File: src/rtl/bitmap_find_first_and_mark_unit_assert.svh
// ---------------------------------------------------------------------------
// Assertion macros for the bitmap find-first unit
// Implication checks under the unit clock, disabled while reset is low.
// ---------------------------------------------------------------------------
`ifndef BITMAP_FIND_FIRST_AND_MARK_UNIT_ASSERT_SVH
`define BITMAP_FIND_FIRST_AND_MARK_UNIT_ASSERT_SVH

// same-cycle implication
`define BFFM_ASSERT_NOW(label, clk, rst_n, ante, cons) \
    label: assert property (@(posedge clk) disable iff (!rst_n) (ante) |-> (cons)) \
        else $error("bffm assertion failed");

// next-cycle implication
`define BFFM_ASSERT_NXT(label, clk, rst_n, ante, cons) \
    label: assert property (@(posedge clk) disable iff (!rst_n) (ante) |=> (cons)) \
        else $error("bffm assertion failed");

`endif

File: src/rtl/bffm_pkg.sv
// ---------------------------------------------------------------------------
// bffm_pkg
// Widths, codes and defaults shared by the bitmap find-first unit.
// ---------------------------------------------------------------------------
package bffm_pkg;

    localparam int CNT_W     = 11;          // bit_count register
    localparam int IDX_W     = 10;          // target bit / position
    localparam int CNT_MAX   = 2**CNT_W - 1;
    localparam int CNT_RESET = 1024;

    localparam int MAX_BITS_DEF  = 1024;
    localparam int WORD_BITS_DEF = 32;

    typedef enum logic [1:0] {
        CMD_FIND_SET   = 2'd0,
        CMD_FIND_CLEAR = 2'd1,
        CMD_SET_BIT    = 2'd2,
        CMD_CLEAR_BIT  = 2'd3
    } t_cmd;

    typedef enum logic [1:0] {
        ST_CLR,
        ST_IDLE,
        ST_SCAN,
        ST_RESULT
    } t_state;

endpackage

File: src/rtl/bffm_ram.sv
// ---------------------------------------------------------------------------
// bffm_ram
// Simple dual-port RAM: one write port, one read port, registered read.
// ---------------------------------------------------------------------------
module bffm_ram #(
    parameter int WIDTH = 32,
    parameter int DEPTH = 32,
    parameter int AW    = (DEPTH > 1) ? $clog2(DEPTH) : 1
) (
    input  logic             i_clk,
    input  logic             i_wr_en,
    input  logic [AW-1:0]    i_wr_addr,
    input  logic [WIDTH-1:0] i_wr_data,
    input  logic [AW-1:0]    i_rd_addr,
    output logic [WIDTH-1:0] o_rd_data
);

    logic [WIDTH-1:0] r_mem [DEPTH];
    logic [WIDTH-1:0] r_rd_data;

    always_ff @(posedge i_clk) begin
        if (i_wr_en) begin
            r_mem[i_wr_addr] <= i_wr_data;
        end
        r_rd_data <= r_mem[i_rd_addr];
    end

    assign o_rd_data = r_rd_data;

endmodule

File: src/rtl/bitmap_find_first_and_mark_unit.sv
// ---------------------------------------------------------------------------
// bitmap_find_first_and_mark_unit
// Bitmap held in a word RAM; finds the lowest set or clear bit below the
// configured bound, or sets / clears one bit, walking the RAM one word a cycle.
// ---------------------------------------------------------------------------
//  channel  | direction | handshake                  | payload
//  ---------+-----------+----------------------------+-------------------------
//  in       | to unit   | i_in_valid / o_in_stall    | i_command, i_target_bit
//  out      | from unit | o_out_valid / i_out_stall  | o_found, o_position
//  cfg      | to unit   | i_cfg_wr_en                | i_cfg_wr_data (bit_count)
//
//  A find stops at the word that holds its hit, and a miss walks every word
//  below the bound; set and clear walk up to the word that holds the target.
//  The RAM read port walks one word per cycle. A set or clear with an index
//  outside the bound skips the walk and goes straight to the result state.
//  After reset a clearing pass writes zeros over all MAX_BITS / WORD_BITS
//  words (rounded up), one per cycle, with the input stalled.
//  One word is worked on at a time; the input stalls until its result is
//  loaded into the output register, which then holds while i_out_stall is high.
// ---------------------------------------------------------------------------
`include "bitmap_find_first_and_mark_unit_assert.svh"

module bitmap_find_first_and_mark_unit #(
    parameter int MAX_BITS  = bffm_pkg::MAX_BITS_DEF,
    parameter int WORD_BITS = bffm_pkg::WORD_BITS_DEF
) (
    input  logic                       i_clk,
    input  logic                       i_rst_n,
    input  logic                       i_cfg_wr_en,
    input  logic [bffm_pkg::CNT_W-1:0] i_cfg_wr_data,
    input  logic                       i_in_valid,
    output logic                       o_in_stall,
    input  logic [1:0]                 i_command,
    input  logic [bffm_pkg::IDX_W-1:0] i_target_bit,
    output logic                       o_out_valid,
    input  logic                       i_out_stall,
    output logic                       o_found,
    output logic [bffm_pkg::IDX_W-1:0] o_position
);

    import bffm_pkg::*;

    localparam int NUM_WORDS = (MAX_BITS + WORD_BITS - 1) / WORD_BITS;
    localparam int AW        = (NUM_WORDS > 1) ? $clog2(NUM_WORDS) : 1;
    localparam int BIT_W     = $clog2(WORD_BITS);
    localparam int BASE_W    = $clog2(CNT_MAX + 1 + WORD_BITS);
    localparam int CAP_INT   = (MAX_BITS < CNT_MAX) ? MAX_BITS : CNT_MAX;
    localparam logic [CNT_W-1:0]  CAP       = CNT_W'(CAP_INT);
    localparam logic [AW-1:0]     LAST_WORD = AW'(NUM_WORDS - 1);
    localparam logic [BASE_W-1:0] WORD_STEP = BASE_W'(WORD_BITS);

    // control
    t_state                r_state, n_state;
    logic [CNT_W-1:0]      r_bit_count;
    logic                  r_ovalid, n_ovalid;
    logic                  r_pend, n_pend;

    // datapath
    t_cmd                  r_cmd, n_cmd;
    logic [IDX_W-1:0]      r_idx, n_idx;
    logic [CNT_W-1:0]      r_lim, n_lim;
    logic [AW-1:0]         r_addr, n_addr;
    logic [BASE_W-1:0]     r_base, n_base;
    logic [AW-1:0]         r_chk_addr, n_chk_addr;
    logic [BASE_W-1:0]     r_chk_base, n_chk_base;
    logic                  r_res_found, n_res_found;
    logic [IDX_W-1:0]      r_res_pos, n_res_pos;
    logic                  r_found, n_found;
    logic [IDX_W-1:0]      r_pos, n_pos;

    // ram port
    logic                  ram_we;
    logic [AW-1:0]         ram_waddr;
    logic [WORD_BITS-1:0]  ram_wdata;
    logic [WORD_BITS-1:0]  ram_rdata;

    // word evaluation
    logic [CNT_W-1:0]      cur_lim;
    logic [BASE_W-1:0]     rem;
    logic [BASE_W-1:0]     sc_off;
    logic                  sc_hit;
    logic [WORD_BITS-1:0]  vmask;
    logic [WORD_BITS-1:0]  cand;
    logic [WORD_BITS-1:0]  bit_mask;
    logic                  ffs_hit;
    logic [BIT_W-1:0]      ffs_k;
    logic                  is_find;
    logic                  issue;
    logic                  in_acc;
    logic                  out_free;

    bffm_ram #(
        .WIDTH (WORD_BITS),
        .DEPTH (NUM_WORDS),
        .AW    (AW)
    ) u_ram (
        .i_clk     (i_clk),
        .i_wr_en   (ram_we),
        .i_wr_addr (ram_waddr),
        .i_wr_data (ram_wdata),
        .i_rd_addr (r_addr),
        .o_rd_data (ram_rdata)
    );

    // word evaluation: lowest matching bit below the bound, or the target bit
    always_comb begin
        cur_lim  = (r_bit_count > CAP) ? CAP : r_bit_count;
        is_find  = (r_cmd == CMD_FIND_SET) || (r_cmd == CMD_FIND_CLEAR);
        rem      = BASE_W'(r_lim) - r_chk_base;
        sc_off   = BASE_W'(r_idx) - r_chk_base;
        sc_hit   = sc_off < WORD_STEP;
        bit_mask = WORD_BITS'(1) << sc_off[BIT_W-1:0];
        for (int k = 0; k < WORD_BITS; k++) begin
            vmask[k] = BASE_W'(k) < rem;
        end
        cand    = ((r_cmd == CMD_FIND_SET) ? ram_rdata : ~ram_rdata) & vmask;
        ffs_hit = 1'b0;
        ffs_k   = '0;
        for (int k = WORD_BITS - 1; k >= 0; k--) begin
            if (cand[k]) begin
                ffs_hit = 1'b1;
                ffs_k   = BIT_W'(k);
            end
        end
    end

    // sequencer
    always_comb begin
        n_state     = r_state;
        n_ovalid    = r_ovalid;
        n_pend      = r_pend;
        n_cmd       = r_cmd;
        n_idx       = r_idx;
        n_lim       = r_lim;
        n_addr      = r_addr;
        n_base      = r_base;
        n_chk_addr  = r_chk_addr;
        n_chk_base  = r_chk_base;
        n_res_found = r_res_found;
        n_res_pos   = r_res_pos;
        n_found     = r_found;
        n_pos       = r_pos;
        ram_we      = 1'b0;
        ram_waddr   = r_chk_addr;
        ram_wdata   = '0;
        issue       = 1'b0;

        out_free   = !r_ovalid || !i_out_stall;
        o_in_stall = (r_state != ST_IDLE);
        in_acc     = i_in_valid && (r_state == ST_IDLE);

        if (r_ovalid && !i_out_stall) begin
            n_ovalid = 1'b0;
        end

        unique case (r_state)
            ST_CLR: begin
                ram_we    = 1'b1;
                ram_waddr = r_addr;
                n_addr    = r_addr + AW'(1);
                if (r_addr == LAST_WORD) begin
                    n_state = ST_IDLE;
                end
            end
            ST_IDLE: begin
                if (in_acc) begin
                    n_cmd       = t_cmd'(i_command);
                    n_idx       = i_target_bit;
                    n_lim       = cur_lim;
                    n_addr      = '0;
                    n_base      = '0;
                    n_pend      = 1'b0;
                    n_res_found = 1'b0;
                    n_res_pos   = '0;
                    if ((i_command == CMD_SET_BIT || i_command == CMD_CLEAR_BIT)
                        && CNT_W'(i_target_bit) >= cur_lim) begin
                        n_state = ST_RESULT;
                    end else begin
                        n_state = ST_SCAN;
                    end
                end
            end
            ST_SCAN: begin
                issue      = r_base < BASE_W'(r_lim);
                n_pend     = issue;
                n_chk_addr = r_addr;
                n_chk_base = r_base;
                if (issue) begin
                    n_addr = r_addr + AW'(1);
                    n_base = r_base + WORD_STEP;
                end
                if (r_pend && is_find && ffs_hit) begin
                    n_res_found = 1'b1;
                    n_res_pos   = IDX_W'(r_chk_base + BASE_W'(ffs_k));
                    n_state     = ST_RESULT;
                end else if (r_pend && !is_find && sc_hit) begin
                    ram_we      = 1'b1;
                    ram_wdata   = (r_cmd == CMD_SET_BIT) ? (ram_rdata | bit_mask)
                                                         : (ram_rdata & ~bit_mask);
                    n_res_found = 1'b1;
                    n_res_pos   = r_idx;
                    n_state     = ST_RESULT;
                end else if (!issue) begin
                    // walked past the bound with no hit
                    n_res_found = 1'b0;
                    n_res_pos   = '0;
                    n_state     = ST_RESULT;
                end
            end
            ST_RESULT: begin
                if (out_free) begin
                    n_ovalid = 1'b1;
                    n_found  = r_res_found;
                    n_pos    = r_res_pos;
                    n_state  = ST_IDLE;
                end
            end
            default: begin
                n_state = ST_IDLE;
            end
        endcase
    end

    always_ff @(posedge i_clk) begin
        if (!i_rst_n) begin
            r_state     <= ST_CLR;
            r_ovalid    <= 1'b0;
            r_pend      <= 1'b0;
            r_addr      <= '0;
            r_bit_count <= CNT_W'(CNT_RESET);
        end else begin
            r_state  <= n_state;
            r_ovalid <= n_ovalid;
            r_pend   <= n_pend;
            r_addr   <= n_addr;
            if (i_cfg_wr_en) begin
                r_bit_count <= i_cfg_wr_data;
            end
        end
    end

    always_ff @(posedge i_clk) begin
        r_cmd       <= n_cmd;
        r_idx       <= n_idx;
        r_lim       <= n_lim;
        r_base      <= n_base;
        r_chk_addr  <= n_chk_addr;
        r_chk_base  <= n_chk_base;
        r_res_found <= n_res_found;
        r_res_pos   <= n_res_pos;
        r_found     <= n_found;
        r_pos       <= n_pos;
    end

    assign o_out_valid = r_ovalid;
    assign o_found     = r_found;
    assign o_position  = r_pos;

    `BFFM_ASSERT_NOW(a_miss_pos_zero, i_clk, i_rst_n, o_out_valid && !o_found, o_position == '0)
    `BFFM_ASSERT_NOW(a_no_out_in_clear, i_clk, i_rst_n, r_state == ST_CLR, !o_out_valid)
    `BFFM_ASSERT_NXT(a_accept_busy, i_clk, i_rst_n, i_in_valid && !o_in_stall, o_in_stall)
    `BFFM_ASSERT_NOW(a_hit_below_limit, i_clk, i_rst_n, $rose(o_out_valid) && o_found, CNT_W'(o_position) < r_lim)
    `BFFM_ASSERT_NOW(a_mark_echo, i_clk, i_rst_n, $rose(o_out_valid) && o_found && !is_find, o_position == r_idx)

endmodule

File: config.mk
export PLATFORM = sky130hd
export DESIGN_NAME = bitmap_find_first_and_mark_unit
export DESIGN_NICKNAME = d
export VERILOG_FILES = /design/src/rtl/bffm_pkg.sv /design/src/rtl/bffm_ram.sv /design/src/rtl/bitmap_find_first_and_mark_unit.sv
export VERILOG_INCLUDE_DIRS = /design/src /design/src/rtl
export SDC_FILE = /design/constraint.sdc
export NUM_CORES = 1
export LEC_CHECK = 0
export BUFFER_PORTS_ARGS = -buffer_cell sky130_fd_sc_hd__buf_2
export CORE_ASPECT_RATIO = 0.8
export CORE_MARGIN = 2
export CORE_UTILIZATION = 25
export DETAILED_ROUTE_END_ITERATION = 7
export SYNTH_ARGS = -nofsm -noshare
export SYNTH_HDL_FRONTEND = slang
export SYNTH_HIERARCHICAL = 1
export SYNTH_SLANG_ARGS = --single-unit
File: constraint.sdc
create_clock -name i_clk -period 9.8 [get_ports i_clk]
set_clock_uncertainty 0.15 [all_clocks]
set_input_delay 1.96 -clock i_clk [delete_from_list [all_inputs] [get_ports i_clk]]
set_output_delay 1.96 -clock i_clk [all_outputs]
set_load 0.01 [all_outputs]
# --- After elaboration in Yosys (flattened, before gate mapping) ---
# Memories as Yosys holds them, arrays and structs flattened. A register that Yosys moved wholly into a read port is not among the register bits.
# Cells that the tools add are included.
# Widths: inputs -> output; s select.
word_totals:
  ff_bits: 94
  mem_bits_rw: 1024
  inputBits: 28
  out_inout_bits: 13
  word_cells: 205
  n_memories: 1
mem_list:
  columns: ["memory", "words", "word_bits", "read_ports", "rd_clocked_by_memory_dff", "wr", "line_no", "text"]
  rows:
  - ["u_ram.r_mem", 32, 32, 1, 1, 1, "bffm_ram.sv:18", "logic [WIDTH-1:0] r_mem [DEPTH];"]
op_classes:
  n_addsub: 5
  magnitude_cmp: 36
  eq_ne: 14
  n_shift: 1
  n_mux: 104
  n_bitwise: 5
  reduce_logical: 24
ops:
  columns: ["operator", "n"]
  rows:
  - ["$lt 5x12->1 const A", 16]
  - ["$mux 5", 35]
  - ["$mux 32", 5]
  - ["$lt 4x12->1 const A", 8]
  - ["$and 32x32->32", 2]
  - ["$not 32->32", 2]
  - ["$lt 3x12->1 const A", 4]
  - ["$mux 1", 44]
  - ["$mux 10", 4]
  - ["$or 32x32->32", 1]
  - ["$shl 1x5->32 const A", 1]
  - ["$lt 1x12->1 const A", 2]
  - ["$lt 2x12->1 const A", 2]
  - ["$mux 12", 2]
  - ["$pmux 12 s2", 1]
  - ["$pmux 10 s2", 1]
  - ["$pmux 5 s3", 1]
  - ["$add 12x6->12 const B", 1]
  - ["$lt 12x11->1", 1]
  - ["$lt 12x6->1 const B", 1]
  - ["$mux 2", 6]
  - ["$sub 10x12->12", 1]
  - ["$sub 11x12->12", 1]
  - ["$ge 10x11->1", 1]
  - ["other kinds (21)", 46]

# --- Longest topological paths before layout ---
logic_depth:
  ltp_word: 40
  ltp_mapped: 15
  mapped_depth_nobuf: 12

# --- By module ---
# Netlist, hierarchy kept.
modules_own_cells:
  columns: ["module", "instances", "cells_each", "area_per_inst_um2", "seq_area_each_um2"]
  rows:
  - ["bffm_ram", 1, 2260, 40492.6, 31390.1]
  - ["bitmap_find_first_and_mark_unit", 1, 790, 6686.4, 2322.2]

# --- Worst setup path before layout ---
# Ideal clock, no wire load.
synth_timing:
  kind: "register to register"
  from: "reg r_idx[5]"
  to: "mem u_ram.r_mem[12][0] (enable)"
  setup_ps: 421
  arrival_time_ps: 4899
  required_ps: 9229
  slack_ps: 4330
  path_stages_with_launch: 14
  path_buffers: 1
  synth_period_minus_slack_ps: 5470
  path_cell_list: "edfxtp_1 > inv_1 > ha_1 > o21ai_1 > a21boi_0 > o21a_1 > or4b_1 > a211o_1 > a2111oi_0 > nand2_1 > nand2b_1 > or3b_2 > clkbuf_1 > nor2_1"
synth_between:
  elab_chain_len: 8
synth_rtl:
  columns: ["element", "line_no", "text"]
  rows:
  - ["from (decl)", "bitmap_find_first_and_mark_unit.sv:60", "logic [IDX_W-1:0] r_idx, n_idx;"]
  - ["from (signal assigned)", "bitmap_find_first_and_mark_unit.sv:244", "r_idx <= n_idx;"]
  - ["$sub 10x12->12", "bitmap_find_first_and_mark_unit.sv:110", "sc_off = BASE_W'(r_idx) - r_chk_base;"]
  - ["$lt 12x6->1", "bitmap_find_first_and_mark_unit.sv:111", "sc_hit = sc_off < WORD_STEP;"]
  - ["$logic_and 1x1->1", "bitmap_find_first_and_mark_unit.sv:196", "end else if (r_pend && !is_find && sc_hit) begin"]
  - ["$mux 1", "bitmap_find_first_and_mark_unit.sv:196", null]
  - ["$mux 1", "bitmap_find_first_and_mark_unit.sv:192", "if (r_pend && is_find && ffs_hit) begin"]
  - ["$pmux 1 s2", "bitmap_find_first_and_mark_unit.sv:156", "unique case (r_state)"]
  - ["named net ram_we", "bitmap_find_first_and_mark_unit.sv:72", "logic ram_we;"]
  - ["$mux 1", "bffm_ram.sv:22", "if (i_wr_en) begin"]
  - ["$mux 1 (implied by the code)", "bffm_ram.sv:23", "r_mem[i_wr_addr] <= i_wr_data;"]
  - ["to (decl)", "bffm_ram.sv:18", null]
# The timed path passes the listed nets, and every way through them passes these cells.

# --- Worst setup path in the final report ---
layout_timing:
  from: "reg r_idx[5]"
  to: "mem u_ram.r_mem[11][10] (enable)"
# The elaborated chain is that of the path after synthesis.

==> out/qor.tcl <==
set qor(synth-warning-count) 6
set qor(layout.filler_cells) 18524
set qor(synth_top_cells_by_area) {edfxtp_1, mux2i_1, dfxtp_1}
set qor(die_area_sq_mm) 0.192
set qor(wl_per_cell_um) 21.3
set qor(vias_in_the_first_global_route) 25331
set qor(cpPeakStageDelay_ns) 1.25
set qor(grt_util_met1_pct) 18.0
set qor(routed_wl_um) 121000
set qor(placement.io_buffers) 40
set qor(vdd_drop_max_uv) 143
set qor(synth_nets) 3114
set qor(worst_ep_required_time_ns) 9.94
set qor(static-leakage-power_nw) 16.8
set qor(place_congestion) 0.866
set qor(launch_point_of_the_worst_path) {r_idx[5]$_DFFE_PP_}
set qor(cts_tree) {yes}
set qor(ys_flop_type) {edfxtp_1}
set qor(fp.dieW_um) 490
set qor(tightestPinTransition_ns) 1.31
set qor(dr_total_vias) 26635
set qor(initial_core_util_pct) 25.2
set qor(fp.coreArea_sq_mm) 0.187
set qor(crit_path_end_kind) {register}
set qor(synth_edf_count) 1088
set qor(timing.setup.critical_path_class) {reg2reg}
set qor(cts.root.buffer_cell) {clkbuf_16}
set qor(power.total_mw) 10.5
set qor(num_io_pins) 41
set qor(placement_rows) 142
set qor(cts_max_level) 3
set qor(syn-cell-area_sq_mm) 0.0472
set qor(detailedRoute.firstIterationViolations) 2963
set qor(num-nets-final) 3132
set qor(numCtsBuffers) 113
set qor(async_flop_share_pct) 0
set qor(cell_family_with_the_largest_share_of_critical_path_delay) {simple AND/OR/NAND/NOR gates}
set qor(grt_antenna_before_repair) 5
set qor(final_max_slew_viol_count) 0
set qor(max_clock_freq_ghz) 0.167
set qor(yosysMostFrequentCell) {edfxtp_1}
set qor(grt.met3_usage_pct) 1.60
set qor(post_cts_clock_slew_at_the_launch_and_capture_registers_of_the_worst_setup_and_hold_paths_ns) 0.06
set qor(worst_skew_pair.late_latency_ns) 0.75
set qor(fin_crit_ns) 5.97
set qor(rsz_0062_raised_after_global_routing) {false}
set qor(drcViolationCount) 0
set qor(post-synth-top-area-fraction_pct) 69.2
set qor(path_max_fanout) 35
set qor(syn-instance-count) 3050
set qor(finalCritPeriodShare_pct) 61.0
set qor(relSlewSlack_pct) 12.4
set qor(grtUsageMet2_pct) 18.9
set qor(hold_start) {r_res_pos[4]$_SDFFCE_PN0P_}
set qor(grt_start_max_net_pins) 129
set qor(sequential_cell_area_fraction_in_the_yosys_report_pct) 71.5
set qor(layout-drive-gt1-share_pct) 10.5
set qor(post-dp-hpwl_um) 72200
set qor(synth.distinct_cells) 78
set qor(critical_path_arrival_ns) 6.12
set qor(synth.cells.most_frequent) {edfxtp_1, mux2i_1, nand2_1}
set qor(area_growth_pct) 15.2
set qor(global_route.usage.total_pct) 12.3
set qor(hold_path_class) {reg2reg}
set qor(cp.buffers_inverters) 2
set qor(pint_mw) 8.12
set qor(r2r_start) {r_idx[5]$_DFFE_PP_}
set qor(max-cap-violations) 0
set qor(synth.avg_cell_area_sq_um) 15.5
set qor(final_hold_viol_count) 0
set qor(power.share.switching_pct) 22.5
set qor(cts.hold.buffers_added) 0
set qor(wire_length_of_the_first_global_routing_pass_um) 176000
set qor(seqPwrFrac_pct) 51.8
set qor(start_kind) {register}
set qor(fp.dieH_um) 393
set qor(avgViaCountPerCell) 4.68
set qor(setup_violators_final) 0
set qor(ant_nets) 0
set qor(drt_pre_antenna_iters) 5
set qor(cts_num_sinks) 1140
set qor(cts.repair.resized) 0
set qor(grt.busiest_layer) {met2}
set qor(cts_max_path_buffers) 3
set qor(switching_power_mw) 2.36
set qor(setup_total_negative_slack_ns) 0
set qor(grt-ovfl-total) 0
set qor(cpMaxStageDelayCell) {nor2_4}
set qor(postCtsSetupRepairBufs) 0
set qor(power.combinational.fraction_pct) 5.9
set qor(status) {completed}
set qor(powerDensity_mw_per_mm2) 193
set qor(synthDominantAreaCellType) {edfxtp_1}
set qor(synth-seq-cells) 1140
set qor(relative_contribution_of_the_clock_network_to_total_power_pct) 42.3
set qor(crit_chain) {inv_1, ha_1, o21ai_1, a21boi_0, o21a_1, or4b_1, a211o_1, a2111oi_0, buf_4, nand2_4, nand2b_1, nand3_1, nor2_4}
flip-flops by register name (all words and copies together), names as in the netlist:
signal,cells
o_found,1
o_out_valid,1
o_position,10
r_addr,5
r_base,7
r_bit_count,11
r_chk_addr,5
r_chk_base,7
r_cmd,2
r_idx,10
r_lim,11
r_pend,1
r_res_found,1
r_res_pos,10
r_state,2
u_ram/o_rd_data,32
u_ram/r_mem,1024
area by class of cell:
| type | count | area, sq um | area share, % |
|---|---|---|---|
| clock inverters | 66 | 857 | 1.58 |
| multi-input cells | 1701 | 13000 | 23.8 |
| flip-flops and latches | 1140 | 33700 | 62.0 |
| well taps | 2520 | 3150 | 5.80 |
| repair buffers | 73 | 510 | 0.939 |
| diodes | 2 | 5.00 | 0.00921 |
| clock buffers | 149 | 3010 | 5.54 |
| inverters | 39 | 146 | 0.269 |
power by group through the flow:
| stage | combinational [mW] | sequential [mW] | clock (mW) |
|---|---|---|---|
| final | 0.618 | 5.43 | 4.44 |
| after global routing | 0.651 | 5.43 | 4.71 |
| after global placement | 0.617 | 5.53 | 0 |
| after CTS | 0.619 | 5.43 | 4.52 |
| after floorplan | 0.413 | 5.47 | 0 |
| after detailed placement | 0.618 | 5.53 | 0 |
per-stage QoR:
stage               setup slack [ns]  area [sq um]  hold WS (ns)  util (%)  cells
global placement                3.70         50500         0.257      26.9   5473
CTS                             3.77         54400         0.268      29.0   5688
global route                    3.59         54400         0.277      29.0   5689
floorplan                       4.33         47200         0.250         -   3050
finish                          3.83         54400         0.267      29.0   5690
detailed placement              3.80         50500         0.257      26.9   5473
worst register-to-register path, delay by kind of cell (launching register included):
family | cells | cell delay [ns]
AO/OA/AOI/OAI | 5 | 1.27
flip-flops | 1 | 0.39
AND/OR/NAND/NOR | 5 | 3.20
adder cells (fa/ha/maj) | 1 | 0.25
buffers and inverters | 2 | 0.32
cells by family after synthesis:
family | share of synthesized area [%]
simple gates | 6.07
flops | 71.5
fa+ha+maj | 0.955
mux | 11.6
xor+xnor | 0.538
compound gates | 7.12
buf+inv | 2.29
placed cells by master, fill, tap and decap left out, types with 19 or more instances in the layout:
cell	netlist	routed
nor2_1	96	58
xnor2_1	26	26
o21ai_0	39	39
nor2b_1	34	31
a21oi_4	0	23
dfxtp_1	52	51
edfxtp_1	1088	1088
clkbuf_1	77	31
buf_2	32	40
clkinv_2	0	20
inv_1	39	39
mux2i_1	539	539
clkinv_1	0	20
nand2_1	187	185
a31oi_1	38	38
buf_4	34	28
nor3_1	51	51
a22oi_1	99	99
nand3_1	140	140
clkbuf_16	0	113
ha_1	36	36
nor2_4	0	37
nand2b_1	21	19
a21oi_1	151	128
a22o_1	66	66
path summary, 6_finish.rpt:
check	depth (start not counted)	to	slack, ns
worst min-delay path	0	o_position[4]$_DFFE_PP_	0.27
worst min register to register	0	o_position[4]$_DFFE_PP_	0.27
worst max-delay path	13	u_ram/r_mem[11][10]$_DFFE_PP_	3.83
worst max register to register	13	u_ram/r_mem[11][10]$_DFFE_PP_	3.83
routing by layer:
metal	vias to the layer above	routed length, um
met5	-	0
met4	0	2880
met3	157	7430
met2	902	54600
met1	13691	56500
li1	11885	-
Power figures use the tool's default switching activity.
